--- src/rtl/core/stb_pkg.sv ---
// Shared types and constants for the software timer bank.
// No dependencies; every other file in rtl/core refers to this package.
`default_nettype none

package stb_pkg;

    localparam int unsigned OP_W    = 2;
    localparam int unsigned SLOT_W  = 4;
    localparam int unsigned VALUE_W = 32;
    localparam int unsigned MASK_W  = 16;

    typedef logic [OP_W-1:0]    op_word_t;
    typedef logic [SLOT_W-1:0]  slot_t;
    typedef logic [VALUE_W-1:0] value_t;
    typedef logic [MASK_W-1:0]  mask_t;

    typedef enum logic [OP_W-1:0] {
        OP_DEFINE = 2'd0,
        OP_START  = 2'd1,
        OP_STOP   = 2'd2,
        OP_TICK   = 2'd3
    } op_t;

    // Per-slot strobes, qualified by the step enable; all but tick_en also by the slot match
    typedef struct packed {
        logic define_en;
        logic start_en;
        logic stop_en;
        logic tick_en;
    } lane_cmd_t;

endpackage

`default_nettype wire

--- src/rtl/core/stb_req_if.sv ---
// Request channel of the timer bank: valid/ready plus one command word.
// Depends on stb_pkg for field types.
`default_nettype none

interface stb_req_if;

    logic              valid;
    logic              ready;
    stb_pkg::op_word_t operation;
    stb_pkg::slot_t    timer_slot;
    stb_pkg::value_t   reload_value;
    logic              auto_reload;

    modport source (
        output valid,
        output operation,
        output timer_slot,
        output reload_value,
        output auto_reload,
        input  ready
    );

    modport sink (
        input  valid,
        input  operation,
        input  timer_slot,
        input  reload_value,
        input  auto_reload,
        output ready
    );

endinterface

`default_nettype wire

--- src/rtl/core/stb_rsp_if.sv ---
// Result channel of the timer bank: valid/ready plus one result word.
// Depends on stb_pkg for field types.
`default_nettype none

interface stb_rsp_if;

    logic           valid;
    logic           ready;
    stb_pkg::mask_t fired_mask;
    stb_pkg::mask_t running_mask;
    logic           status;

    modport source (
        output valid,
        output fired_mask,
        output running_mask,
        output status,
        input  ready
    );

    modport sink (
        input  valid,
        input  fired_mask,
        input  running_mask,
        input  status,
        output ready
    );

endinterface

`default_nettype wire

--- src/rtl/core/stb_lane.sv ---
// One countdown slot: reload value, count, mode, running and defined flags.
// Depends on stb_pkg for the command struct and value type.
`default_nettype none

module stb_lane (
    input  wire logic               clk,
    input  wire logic               rst_n,
    input  wire stb_pkg::lane_cmd_t cmd,
    input  wire stb_pkg::value_t    load_value,
    input  wire logic               load_auto,
    output logic                    fired,
    output logic                    running_after,
    output logic                    defined
);

    stb_pkg::value_t reload_reg;
    stb_pkg::value_t reload_next;
    stb_pkg::value_t count_reg;
    stb_pkg::value_t count_next;
    logic            mode_reg;
    logic            mode_next;
    logic            running_reg;
    logic            running_next;
    logic            defined_reg;
    logic            defined_next;
    logic            expire;

    // Count of one reaches zero on this tick
    assign expire = cmd.tick_en && running_reg
                    && (count_reg == stb_pkg::value_t'(1));

    always_comb
    begin
        reload_next  = reload_reg;
        count_next   = count_reg;
        mode_next    = mode_reg;
        running_next = running_reg;
        defined_next = defined_reg;
        priority if (cmd.define_en)
        begin
            reload_next  = load_value;
            count_next   = load_value;
            mode_next    = load_auto;
            running_next = 1'b0;
            defined_next = 1'b1;
        end
        else if (cmd.start_en && defined_reg)
        begin
            running_next = 1'b1;
        end
        else if (cmd.stop_en && defined_reg)
        begin
            running_next = 1'b0;
            count_next   = reload_reg;
        end
        else if (expire)
        begin
            // reload; one-shot slots drop out of the running set
            count_next   = reload_reg;
            running_next = mode_reg;
        end
        else if (cmd.tick_en && running_reg)
        begin
            count_next = count_reg - stb_pkg::value_t'(1);
        end
        else
        begin
            // hold the slot as it is
            count_next = count_reg;
        end
    end

    always_ff @(posedge clk)
    begin
        reload_reg <= reload_next;
        count_reg  <= count_next;
        mode_reg   <= mode_next;
    end

    always_ff @(posedge clk or negedge rst_n)
    begin
        if (!rst_n)
        begin
            running_reg <= 1'b0;
            defined_reg <= 1'b0;
        end
        else
        begin
            running_reg <= running_next;
            defined_reg <= defined_next;
        end
    end

    assign fired         = expire;
    assign running_after = running_next;
    assign defined       = defined_reg;

endmodule

`default_nettype wire

--- src/rtl/core/software_timer_bank.sv ---
// Top level of the software timer bank: input register, slot lanes, result register.
// Depends on stb_pkg, stb_req_if, stb_rsp_if and stb_lane.
//
//  channel   | dir | word contents                                   | accepted when
//  ----------+-----+-------------------------------------------------+----------------
//  request   | in  | operation, timer_slot, reload_value, auto_reload| valid && ready
//  result    | out | fired_mask, running_mask, status                | valid && ready
//
// One request word a cycle is taken into the input register while ready is high; its
// result word is then loaded into the result register and taken from there. Every slot
// counts in its own lane, so define, start, stop and tick each finish in the single pass.
// A stalled result holds the result register; one further request word is then
// held in the input register and ready drops until the result is taken.
// Reset clears all slots to undefined and stopped and empties both registers.
`default_nettype none

module software_timer_bank #(
    parameter int unsigned NUM_TIMERS = 16
) (
    input  wire logic  clk,
    input  wire logic  rst_n,
    stb_req_if.sink    request,
    stb_rsp_if.source  result
);

    // Input register
    logic              in_valid_reg;
    stb_pkg::op_t      op_reg;
    stb_pkg::slot_t    slot_reg;
    stb_pkg::value_t   value_reg;
    logic              auto_reg;

    // Result register
    logic              out_valid_reg;
    stb_pkg::mask_t    fired_reg;
    stb_pkg::mask_t    running_reg;
    logic              status_reg;

    logic              advance;
    logic              take_in;
    stb_pkg::value_t   load_value;
    logic              start_or_stop;
    logic              defined_hit;
    logic              status_next;
    stb_pkg::mask_t    fired_next;
    stb_pkg::mask_t    running_next;

    logic [NUM_TIMERS-1:0] slot_hit;
    logic [NUM_TIMERS-1:0] lane_fired;
    logic [NUM_TIMERS-1:0] lane_running;
    logic [NUM_TIMERS-1:0] lane_defined;

    // Advance the held word whenever the result register is free or draining
    assign advance = in_valid_reg && (!out_valid_reg || result.ready);
    assign take_in = request.valid && request.ready;
    assign request.ready = !in_valid_reg || advance;

    always_ff @(posedge clk or negedge rst_n)
    begin
        if (!rst_n)
        begin
            in_valid_reg <= 1'b0;
        end
        else if (request.ready)
        begin
            in_valid_reg <= request.valid;
        end
    end

    always_ff @(posedge clk)
    begin
        if (take_in)
        begin
            op_reg    <= stb_pkg::op_t'(request.operation);
            slot_reg  <= request.timer_slot;
            value_reg <= request.reload_value;
            auto_reg  <= request.auto_reload;
        end
    end

    // A zero reload value counts as one tick
    assign load_value = (value_reg == '0) ? stb_pkg::value_t'(1) : value_reg;

    genvar i;
    generate
        for (i = 0; i < NUM_TIMERS; i++)
        begin : g_lane
            stb_pkg::lane_cmd_t cmd;

            // Slots past the four-bit address range never match and stay idle
            assign slot_hit[i]   = (32'(slot_reg) == 32'(i));
            assign cmd.define_en = advance && (op_reg == stb_pkg::OP_DEFINE) && slot_hit[i];
            assign cmd.start_en  = advance && (op_reg == stb_pkg::OP_START) && slot_hit[i];
            assign cmd.stop_en   = advance && (op_reg == stb_pkg::OP_STOP) && slot_hit[i];
            assign cmd.tick_en   = advance && (op_reg == stb_pkg::OP_TICK);

            stb_lane u_lane (
                .clk           (clk),
                .rst_n         (rst_n),
                .cmd           (cmd),
                .load_value    (load_value),
                .load_auto     (auto_reg),
                .fired         (lane_fired[i]),
                .running_after (lane_running[i]),
                .defined       (lane_defined[i])
            );
        end

        // Only the low sixteen slots appear in the masks
        for (i = 0; i < stb_pkg::MASK_W; i++)
        begin : g_mask
            if (i < NUM_TIMERS)
            begin : g_live
                assign fired_next[i]   = lane_fired[i];
                assign running_next[i] = lane_running[i];
            end
            else
            begin : g_absent
                assign fired_next[i]   = 1'b0;
                assign running_next[i] = 1'b0;
            end
        end
    endgenerate

    // Start or stop on a slot that is out of range or never defined is an error
    assign start_or_stop = (op_reg == stb_pkg::OP_START) || (op_reg == stb_pkg::OP_STOP);
    assign defined_hit   = |(slot_hit & lane_defined);
    assign status_next   = start_or_stop && !defined_hit;

    always_ff @(posedge clk or negedge rst_n)
    begin
        if (!rst_n)
        begin
            out_valid_reg <= 1'b0;
        end
        else if (advance)
        begin
            out_valid_reg <= 1'b1;
        end
        else if (result.ready)
        begin
            out_valid_reg <= 1'b0;
        end
    end

    always_ff @(posedge clk)
    begin
        if (advance)
        begin
            fired_reg   <= fired_next;
            running_reg <= running_next;
            status_reg  <= status_next;
        end
    end

    assign result.valid        = out_valid_reg;
    assign result.fired_mask   = fired_reg;
    assign result.running_mask = running_reg;
    assign result.status       = status_reg;

endmodule

`default_nettype wire

--- src/flat_wrapper.sv ---
// flat-port wrapper written by rule: the top's interface ports become plain ports
module software_timer_bank_flat 
#(
    parameter int unsigned NUM_TIMERS = 16
)
  (clk, rst_n, request_valid, request_operation, request_timer_slot, request_reload_value, request_auto_reload, request_ready, result_valid, result_fired_mask, result_running_mask, result_status, result_ready);
  stb_req_if request_i ();
  stb_rsp_if result_i ();
  input  wire logic clk;
  input  wire logic rst_n;
  input wire logic [$bits(request_i.valid)-1:0] request_valid;
  input wire logic [$bits(request_i.operation)-1:0] request_operation;
  input wire logic [$bits(request_i.timer_slot)-1:0] request_timer_slot;
  input wire logic [$bits(request_i.reload_value)-1:0] request_reload_value;
  input wire logic [$bits(request_i.auto_reload)-1:0] request_auto_reload;
  output wire logic [$bits(request_i.ready)-1:0] request_ready;
  output wire logic [$bits(result_i.valid)-1:0] result_valid;
  output wire logic [$bits(result_i.fired_mask)-1:0] result_fired_mask;
  output wire logic [$bits(result_i.running_mask)-1:0] result_running_mask;
  output wire logic [$bits(result_i.status)-1:0] result_status;
  input wire logic [$bits(result_i.ready)-1:0] result_ready;
  assign request_i.valid = request_valid;
  assign request_i.operation = request_operation;
  assign request_i.timer_slot = request_timer_slot;
  assign request_i.reload_value = request_reload_value;
  assign request_i.auto_reload = request_auto_reload;
  assign request_ready = request_i.ready;
  assign result_valid = result_i.valid;
  assign result_fired_mask = result_i.fired_mask;
  assign result_running_mask = result_i.running_mask;
  assign result_status = result_i.status;
  assign result_i.ready = result_ready;
  software_timer_bank #(.NUM_TIMERS(NUM_TIMERS)) u_core (.clk(clk), .rst_n(rst_n), .request(request_i), .result(result_i));
endmodule
--- config.mk ---
export PLATFORM = sky130hd
export DESIGN_NAME = software_timer_bank_flat
export DESIGN_NICKNAME = d
export VERILOG_FILES = /design/src/rtl/core/stb_pkg.sv /design/src/rtl/core/stb_req_if.sv /design/src/rtl/core/stb_rsp_if.sv /design/src/rtl/core/stb_lane.sv /design/src/rtl/core/software_timer_bank.sv /design/src/flat_wrapper.sv
export SDC_FILE = /design/constraint.sdc
export NUM_CORES = 2
export LEC_CHECK = 0
export ABC_AREA = 1
export ABC_CLOCK_PERIOD_IN_PS = 11400
export BUFFER_PORTS_ARGS = -buffer_cell sky130_fd_sc_hd__buf_2
export CORE_UTILIZATION = 60
export DETAILED_ROUTE_END_ITERATION = 8
export PLACE_DENSITY = 0.76
export SLEW_MARGIN = 5
export SYNTH_ARGS = -nofsm -noshare
export SYNTH_HDL_FRONTEND = slang
export SYNTH_SLANG_ARGS = --single-unit
--- constraint.sdc ---
create_clock -name clk -period 11.4 [get_ports clk]
set_clock_uncertainty 0.15 [all_clocks]
set_input_delay 1.14 -clock clk [delete_from_list [all_inputs] [get_ports clk]]
set_output_delay 1.14 -clock clk [all_outputs]
set_load 0.03 [all_outputs]
== After elaboration in Yosys (flattened, before gate mapping) ==
Index checks and enable logic that the tools add are counted.

* Reductions and logical operators: 162
* Equal/unequal tests: 50
* Muxes and demuxes: 147
* Bitwise logic cells: 1
* $add $sub $neg: 16

{| class="wikitable"
|+ Operators with widths
! cell !! count
|-
| two-way mux 32 bit || 81
|-
| equality test 32 x 1 -> 1 bit (second input constant) || 16
|-
| subtractor 32 x 1 -> 32 bit (second input constant) || 16
|-
| logical AND 1 bit || 119
|-
| two-way mux 1 bit || 66
|-
| nonzero test 4 bit || 16
|-
| equality test 4 bit (second input constant) || 8
|-
| zero test 32 bit || 1
|-
| inequality test 2 x 1 -> 1 bit (second input constant) || 16
|-
| AND reduction 2 bit || 16
|-
| AND 16 bit || 1
|-
| equality test 4 x 3 -> 1 bit (second input constant) || 4
|-
| OR reduction 16 bit || 1
|-
| equality test 4 x 2 -> 1 bit (second input constant) || 2
|-
| equality test 2 bit (second input constant) || 2
|-
| equality test 4 x 1 -> 1 bit (second input constant) || 1
|-
| zero test 4 bit || 1
|-
| zero test 1 bit || 3
|-
| logical OR 1 bit || 3
|-
| equality test 2 x 1 -> 1 bit (second input constant) || 1
|-
| zero test 2 bit || 1
|-
| nonzero test 2 bit || 1
|}

* Output and inout bits: 35
* Bits in registers: 1146
* Logic and storage cells: 465
* Input port bits: 43

== Logic depth before layout (Yosys ltp) ==
* Word-level depth: 10
* Gate-level depth with buffers: 14
* Gate-level depth less buffers: 12

== Hierarchy ==
From an unflattened synthesis, not the netlist that was laid out.

* Cells, all modules: 8038
* Area total of the unflattened synthesis: 65071.2 sq um

{| class="wikitable"
|+ Modules (own cells, without submodules)
! module !! area each (sq um) !! cells each !! times used
|-
| stb_lane (u_core.g_lane[1].u_lane ...) || 3900.0 || 484 || 8
|-
| stb_lane (u_core.g_lane[0].u_lane ...) || 3852.4 || 487 || 7
|-
| stb_lane (u_core.g_lane[9].u_lane) || 3844.9 || 484 || 1
|-
| software_timer_bank || 3059.2 || 273 || 1
|}

== Worst setup path after synthesis ==
Ideal clock, no wire load.

* Path type: in2reg
* Start: input result_ready
* End: register u_core.g_lane[0].u_lane.count_reg[0] (enable)
* Library setup time: 0.441 ns
* Stages: 9
* Path buffers: 1
* Slack: 6.621 ns
* Arrival time: 4.189 ns
* Required time: 10.809 ns
* Cell sequence: inv_2 -> nand2_2 -> nand2_1 -> inv_2 -> nand2_4 -> nor2_2 -> inv_2 -> buf_2 -> a31oi_1

* Longest elaborated chain between the ends: 7

{| class="wikitable"
|+ Ends and longest elaborated chain
! what !! RTL line !! RTL
|-
| from (decl) || flat_wrapper.sv:21 || <nowiki>input wire logic [$bits(result_i.ready)-1:0] result_ready;</nowiki>
|-
| logical OR 1 bit * || software_timer_bank.sv:54 || <nowiki>assign advance = in_valid_reg && (!out_valid_reg || result.ready);</nowiki>
|-
| logical AND 1 bit * || software_timer_bank.sv:54 ||
|-
| named net u_core.advance || software_timer_bank.sv:39 || <nowiki>logic advance;</nowiki>
|-
| logical AND 1 bit, on equally long branches || software_timer_bank.sv:93, software_timer_bank.sv:94, software_timer_bank.sv:95 ||
|-
| logical AND 1 bit, on equally long branches || - ||
|-
| logical AND 1 bit, on equally long branches || stb_lane.sv:47, stb_lane.sv:30, stb_lane.sv:51 ||
|-
| inequality test 2 x 1 -> 1 bit (no line) or nonzero test 4 bit (tied branches) || - ||
|-
| AND reduction 2 bit (no line) * || - ||
|-
| to (signal assigned) || stb_lane.sv:76 || <nowiki>count_reg <= count_next;</nowiki>
|-
| to (decl) || stb_lane.sv:18 || <nowiki>stb_pkg::value_t count_reg;</nowiki>
|}

Mark *: on every way through the listed nets, which the timed path passes. The rest lies on a longest branch.
A chain may end at the register's enable or synchronous reset.

== Final worst setup path ==
* Start: input result_ready
* End: register u_core.g_lane[9].u_lane.count_reg[12] (enable)

* Longest elaborated chain between the ends: 7

{| class="wikitable"
|+ Ends and longest elaborated chain
! what !! RTL line
|-
| logical OR 1 bit * || software_timer_bank.sv:54
|-
| logical AND 1 bit * || software_timer_bank.sv:54
|-
| named net u_core.advance || software_timer_bank.sv:39
|-
| logical AND 1 bit, on equally long branches || software_timer_bank.sv:93, software_timer_bank.sv:94, software_timer_bank.sv:95
|-
| logical AND 1 bit, on equally long branches || -
|-
| logical AND 1 bit, on equally long branches || stb_lane.sv:47, stb_lane.sv:30, stb_lane.sv:51
|-
| inequality test 2 x 1 -> 1 bit (no line) or nonzero test 4 bit (tied branches) || -
|-
| AND reduction 2 bit (no line) * || -
|-
| to (signal assigned) || stb_lane.sv:76
|-
| to (decl) || stb_lane.sv:18
|}

Marked as above.

==> impl_metrics.sql <==
INSERT INTO impl_metrics (metric_group, metric, value, unit) VALUES
('status', 'run_status', 'finished, violations left', ''),
('status', 'failing_checks', 'DRC', ''),
('floorplanning', 'rows', '119', ''),
('yosys', 'ys_warn_count', '0', ''),
('drt', 'highest-signal-layer', 'met4', ''),
('drt', 'number_of_design_rule_violations_left_after_detail_routing', '8', ''),
('sta', 'post-route-min-period', '4.62', 'ns'),
('floorplanning', 'placeableCoreArea', '106000', 'um^2'),
('drt', 'routedWlPerCell', '19.2', 'um'),
('floorplanning', 'design.die.area', '108000', 'um^2'),
('worst_setup_path', 'timing.setup.critical_path_class', 'in -> reg', ''),
('worst_setup_path', 'cp-end-kind', 'flip-flop', ''),
('yosys', 'synth-seq-area-share', '53.3', '%'),
('clock_network', 'max-clock-path-buffers', '3', ''),
('clock_network', 'cts_setup_buffers', '0', ''),
('worst_setup_path', 'crit_arrival', '4.80', 'ns'),
('grt', 'grt.overflow.total', '0', ''),
('grt', 'grt_pass1_vias', '49844', ''),
('clock_network', 'clk-insertion-delay-late', '0.73', 'ns'),
('min_path', 'min_path_type', 'reg -> reg', ''),
('clock_network', 'cts_root_buffer_type', 'clkbuf_16', ''),
('final_layout', 'area_growth', '8.70', '%'),
('drt', 'routed_via_count', '53454', ''),
('final_layout', 'layout-drive-gt1-share', '5.87', '%'),
('sta', 'max_freq', '217', 'MHz'),
('clock_network', 'clk_pin_slew_worst_setup_hold_paths', '0.06', 'ns'),
('sta', 'setup-violations-final', '0', ''),
('floorplanning', 'initial_core_util', '60.8', '%'),
('min_path', 'worstHoldPathCells', '2', ''),
('drt', 'detailedRoute.firstIterationViolations', '6338', ''),
('placed_design', 'dp_worst_setup_slack', '5.73', 'ns'),
('sta', 'min_period_over_period', '40.5', '%'),
('floorplanning', 'die_height', '329', 'um'),
('sta', 'rsz_0062_raised_after_global_routing', 'no', ''),
('clock_network', 'clock-sinks', '1146', ''),
('clock_network', 'tritoncts', 'built', ''),
('drt', 'route.met2.wl', '82.8', 'mm'),
('placed_design', 'place.detailed.hpwl', '112', 'mm'),
('final_layout', 'post-route-util', '66.1', '%'),
('worst_setup_path', 'cp.required', '11.58', 'ns'),
('sta', 'fin_ws', '6.78', 'ns'),
('final_layout', 'finalInstanceArea', '69800', 'um^2'),
('placed_design', 'port-buffer-count', '77', ''),
('drt', 'route.met3.wl', '17.1', 'mm'),
('drt', 'wirelength', '184', 'mm'),
('grt', 'first_pass_grt_wire_length', '281', 'mm'),
('sta', 'worst_slew_margin_rel', '15.1', '%'),
('sta', 'timing_max_transition_violations_final', '0', ''),
('floorplanning', 'dieWidth', '329', 'um'),
('sta', 'final_hold_viol_count', '0', ''),
('yosys', 'syn-cell-area', '64200', 'um^2'),
('placed_design', 'place_congestion', '0.980', ''),
('drt', 'met1Wirelength', '76.1', 'mm'),
('worst_setup_path', 'cp_max_fo', '67', ''),
('grt', 'grt_max_degree', '70', ''),
('grt', 'grt_antenna_before_repair', '7', ''),
('clock_network', 'cts_hold_repair.buffers', '0', ''),
('power_and_ir_drop', 'peakVddDrop', '0.000159', 'V'),
('run', 'maxCapViolCount', '0', ''),
('yosys', 'synth.avg_cell_area', '7.95', 'um^2'),
('floorplanning', 'pin_count', '78', ''),
('drt', 'drt.antenna.violating_nets', '0', ''),
('sta', 'worstMarginPinSlew', '1.27', 'ns'),
('yosys', 'synth-seq-cells', '1146', ''),
('clock_network', 'post_cts.resized_instances', '0', ''),
('drt', 'drt_first_pass_iters', '9', ''),
('drt', 'drt-vias-per-instance', '5.58', ''),
('worst_setup_path', 'reg2reg_depth', '7', ''),
('final_layout', 'num-nets-final', '8169', ''),
('yosys', 'synthesis.nets', '8158', ''),
('clock_network', 'cts_max_level', '3', ''),
('grt', 'grt_usage', '33.7', '%'),
('sta', 'finalSetupTns', '0', 'ns'),
('worst_setup_path', 'timing.critical_path.from_type', 'primary input', ''),
('yosys', 'mapped_cells', '8079', ''),
('power_and_ir_drop', 'power.density', '136', 'nW/um^2'),
('yosys', 'synth_cell_type_count', '38', ''),
('clock_network', 'cts-buffers-inserted', '117', ''),
('placed_design', 'placedInstanceArea', '65900', 'um^2'),
('power_and_ir_drop', 'lkg_pwr', '0.0292', 'uW');
## report_power, final
part / internal [uW] / switching (uW) / leakage (uW)
Sequential: 4760 / 84.6 / 0.0105
Combinational: 133 / 483 / 0.0167
Clock: 2310 / 1700 / 0.00194
Total: 7200 / 2270 / 0.0292
## cells by family after synthesis
family	share of synthesized area, %
simple gates	33.3
flops	53.3
xor+xnor	2.96
buf+inv	7.82
compound gates	1.91
fa+ha+maj	0.701
## final timing paths
check	from	end	slack (ns)
worst max-delay path	result_ready	u_core.g_lane[9].u_lane.count_reg[12]	6.78
worst min-delay path	u_core.g_lane[11].u_lane.defined	u_core.g_lane[11].u_lane.defined	0.31
worst max register to register	u_core.op_reg[0]	u_core.g_lane[9].u_lane.count_reg[12]	6.90
worst min register to register	u_core.g_lane[11].u_lane.defined	u_core.g_lane[11].u_lane.defined	0.31
max in group asynchronous	rst_n	u_core.result.valid	10.08
min in group asynchronous	rst_n	u_core.g_lane[15].u_lane.running_reg	0.46
## cell usage in the layout, fill, tap and decap left out, types with 24 or more instances in the layout
cell type and n:
nor2_1 1074, buf_4 103, or2_2 24, buf_2 77, nor2_4 24, edfxtp_1 1112
xnor2_1 37, inv_1 961, ha_1 36, nand4_1 93, clkinv_2 29, o21bai_1 40
nand3b_1 39, nand2_1 2981, o21ai_0 124, clkbuf_16 119, dfrtp_1 34, nand3_1 889
xor2_1 180
## metrics by stage
stage          total power [uW]  instances  hold slack [ns]
6_report                   9460       9580            0.309
5_1_grt                    9680       9579            0.336
4_1_cts                    9480       9579            0.305
3_5_place_dp               5530       9362            0.290
3_3_place_gp               5510       9362            0.287
2_1_floorplan              5240       8079            0.273
## cells in the mapped netlist, drive strengths merged
| cell type | count | area, um^2 |
|---|---|---|
| a21oi | 22 | 110 |
| a31oi | 1 | 6.26 |
| and2 | 5 | 31.3 |
| and3 | 6 | 37.5 |
| buf | 141 | 795 |
| clkbuf | 147 | 552 |
| clkinv | 1 | 3.75 |
| dfrtp | 34 | 851 |
| edfxtp | 1112 | 33400 |
| ha | 36 | 450 |
| inv | 979 | 3670 |
| nand2 | 2993 | 11300 |
| nand3 | 891 | 4480 |
| nand3b | 39 | 293 |
| nand4 | 93 | 582 |
| nor2 | 1117 | 4370 |
| nor3 | 23 | 115 |
| nor4 | 11 | 68.8 |
| o21ai | 139 | 722 |
| o21bai | 48 | 390 |
| or2 | 24 | 150 |
| xnor2 | 37 | 324 |
| xor2 | 180 | 1580 |
## area by class of cell
cell class	count	area, um^2
clock buffers	140	3110
multi-input cells	5665	25100
clock inverters	77	853
repair buffers	180	1160
inverters	980	3680
diodes	1	2.50
well taps	1391	1740
flip-flops and latches	1146	34200
fillers	8869	35900
## routing by layer
layer,GRT usage (%),vias up
li1,-,25784
met3,5.82,385
met2,53.4,2347
met4,12.6,0
met5,0,-
met1,46.6,24938
## critical path, stage by stage
cell      delay (ns)
buf_2           0.09
inv_2           0.04
nand2_2         0.09
nand2_1         0.18
inv_2           0.15
nand2_4         0.33
nor2_4          0.18
buf_4           0.59
clkinv_1        0.99
nand2_2         0.97
Note: power is estimated with default switching activity, not from simulation.
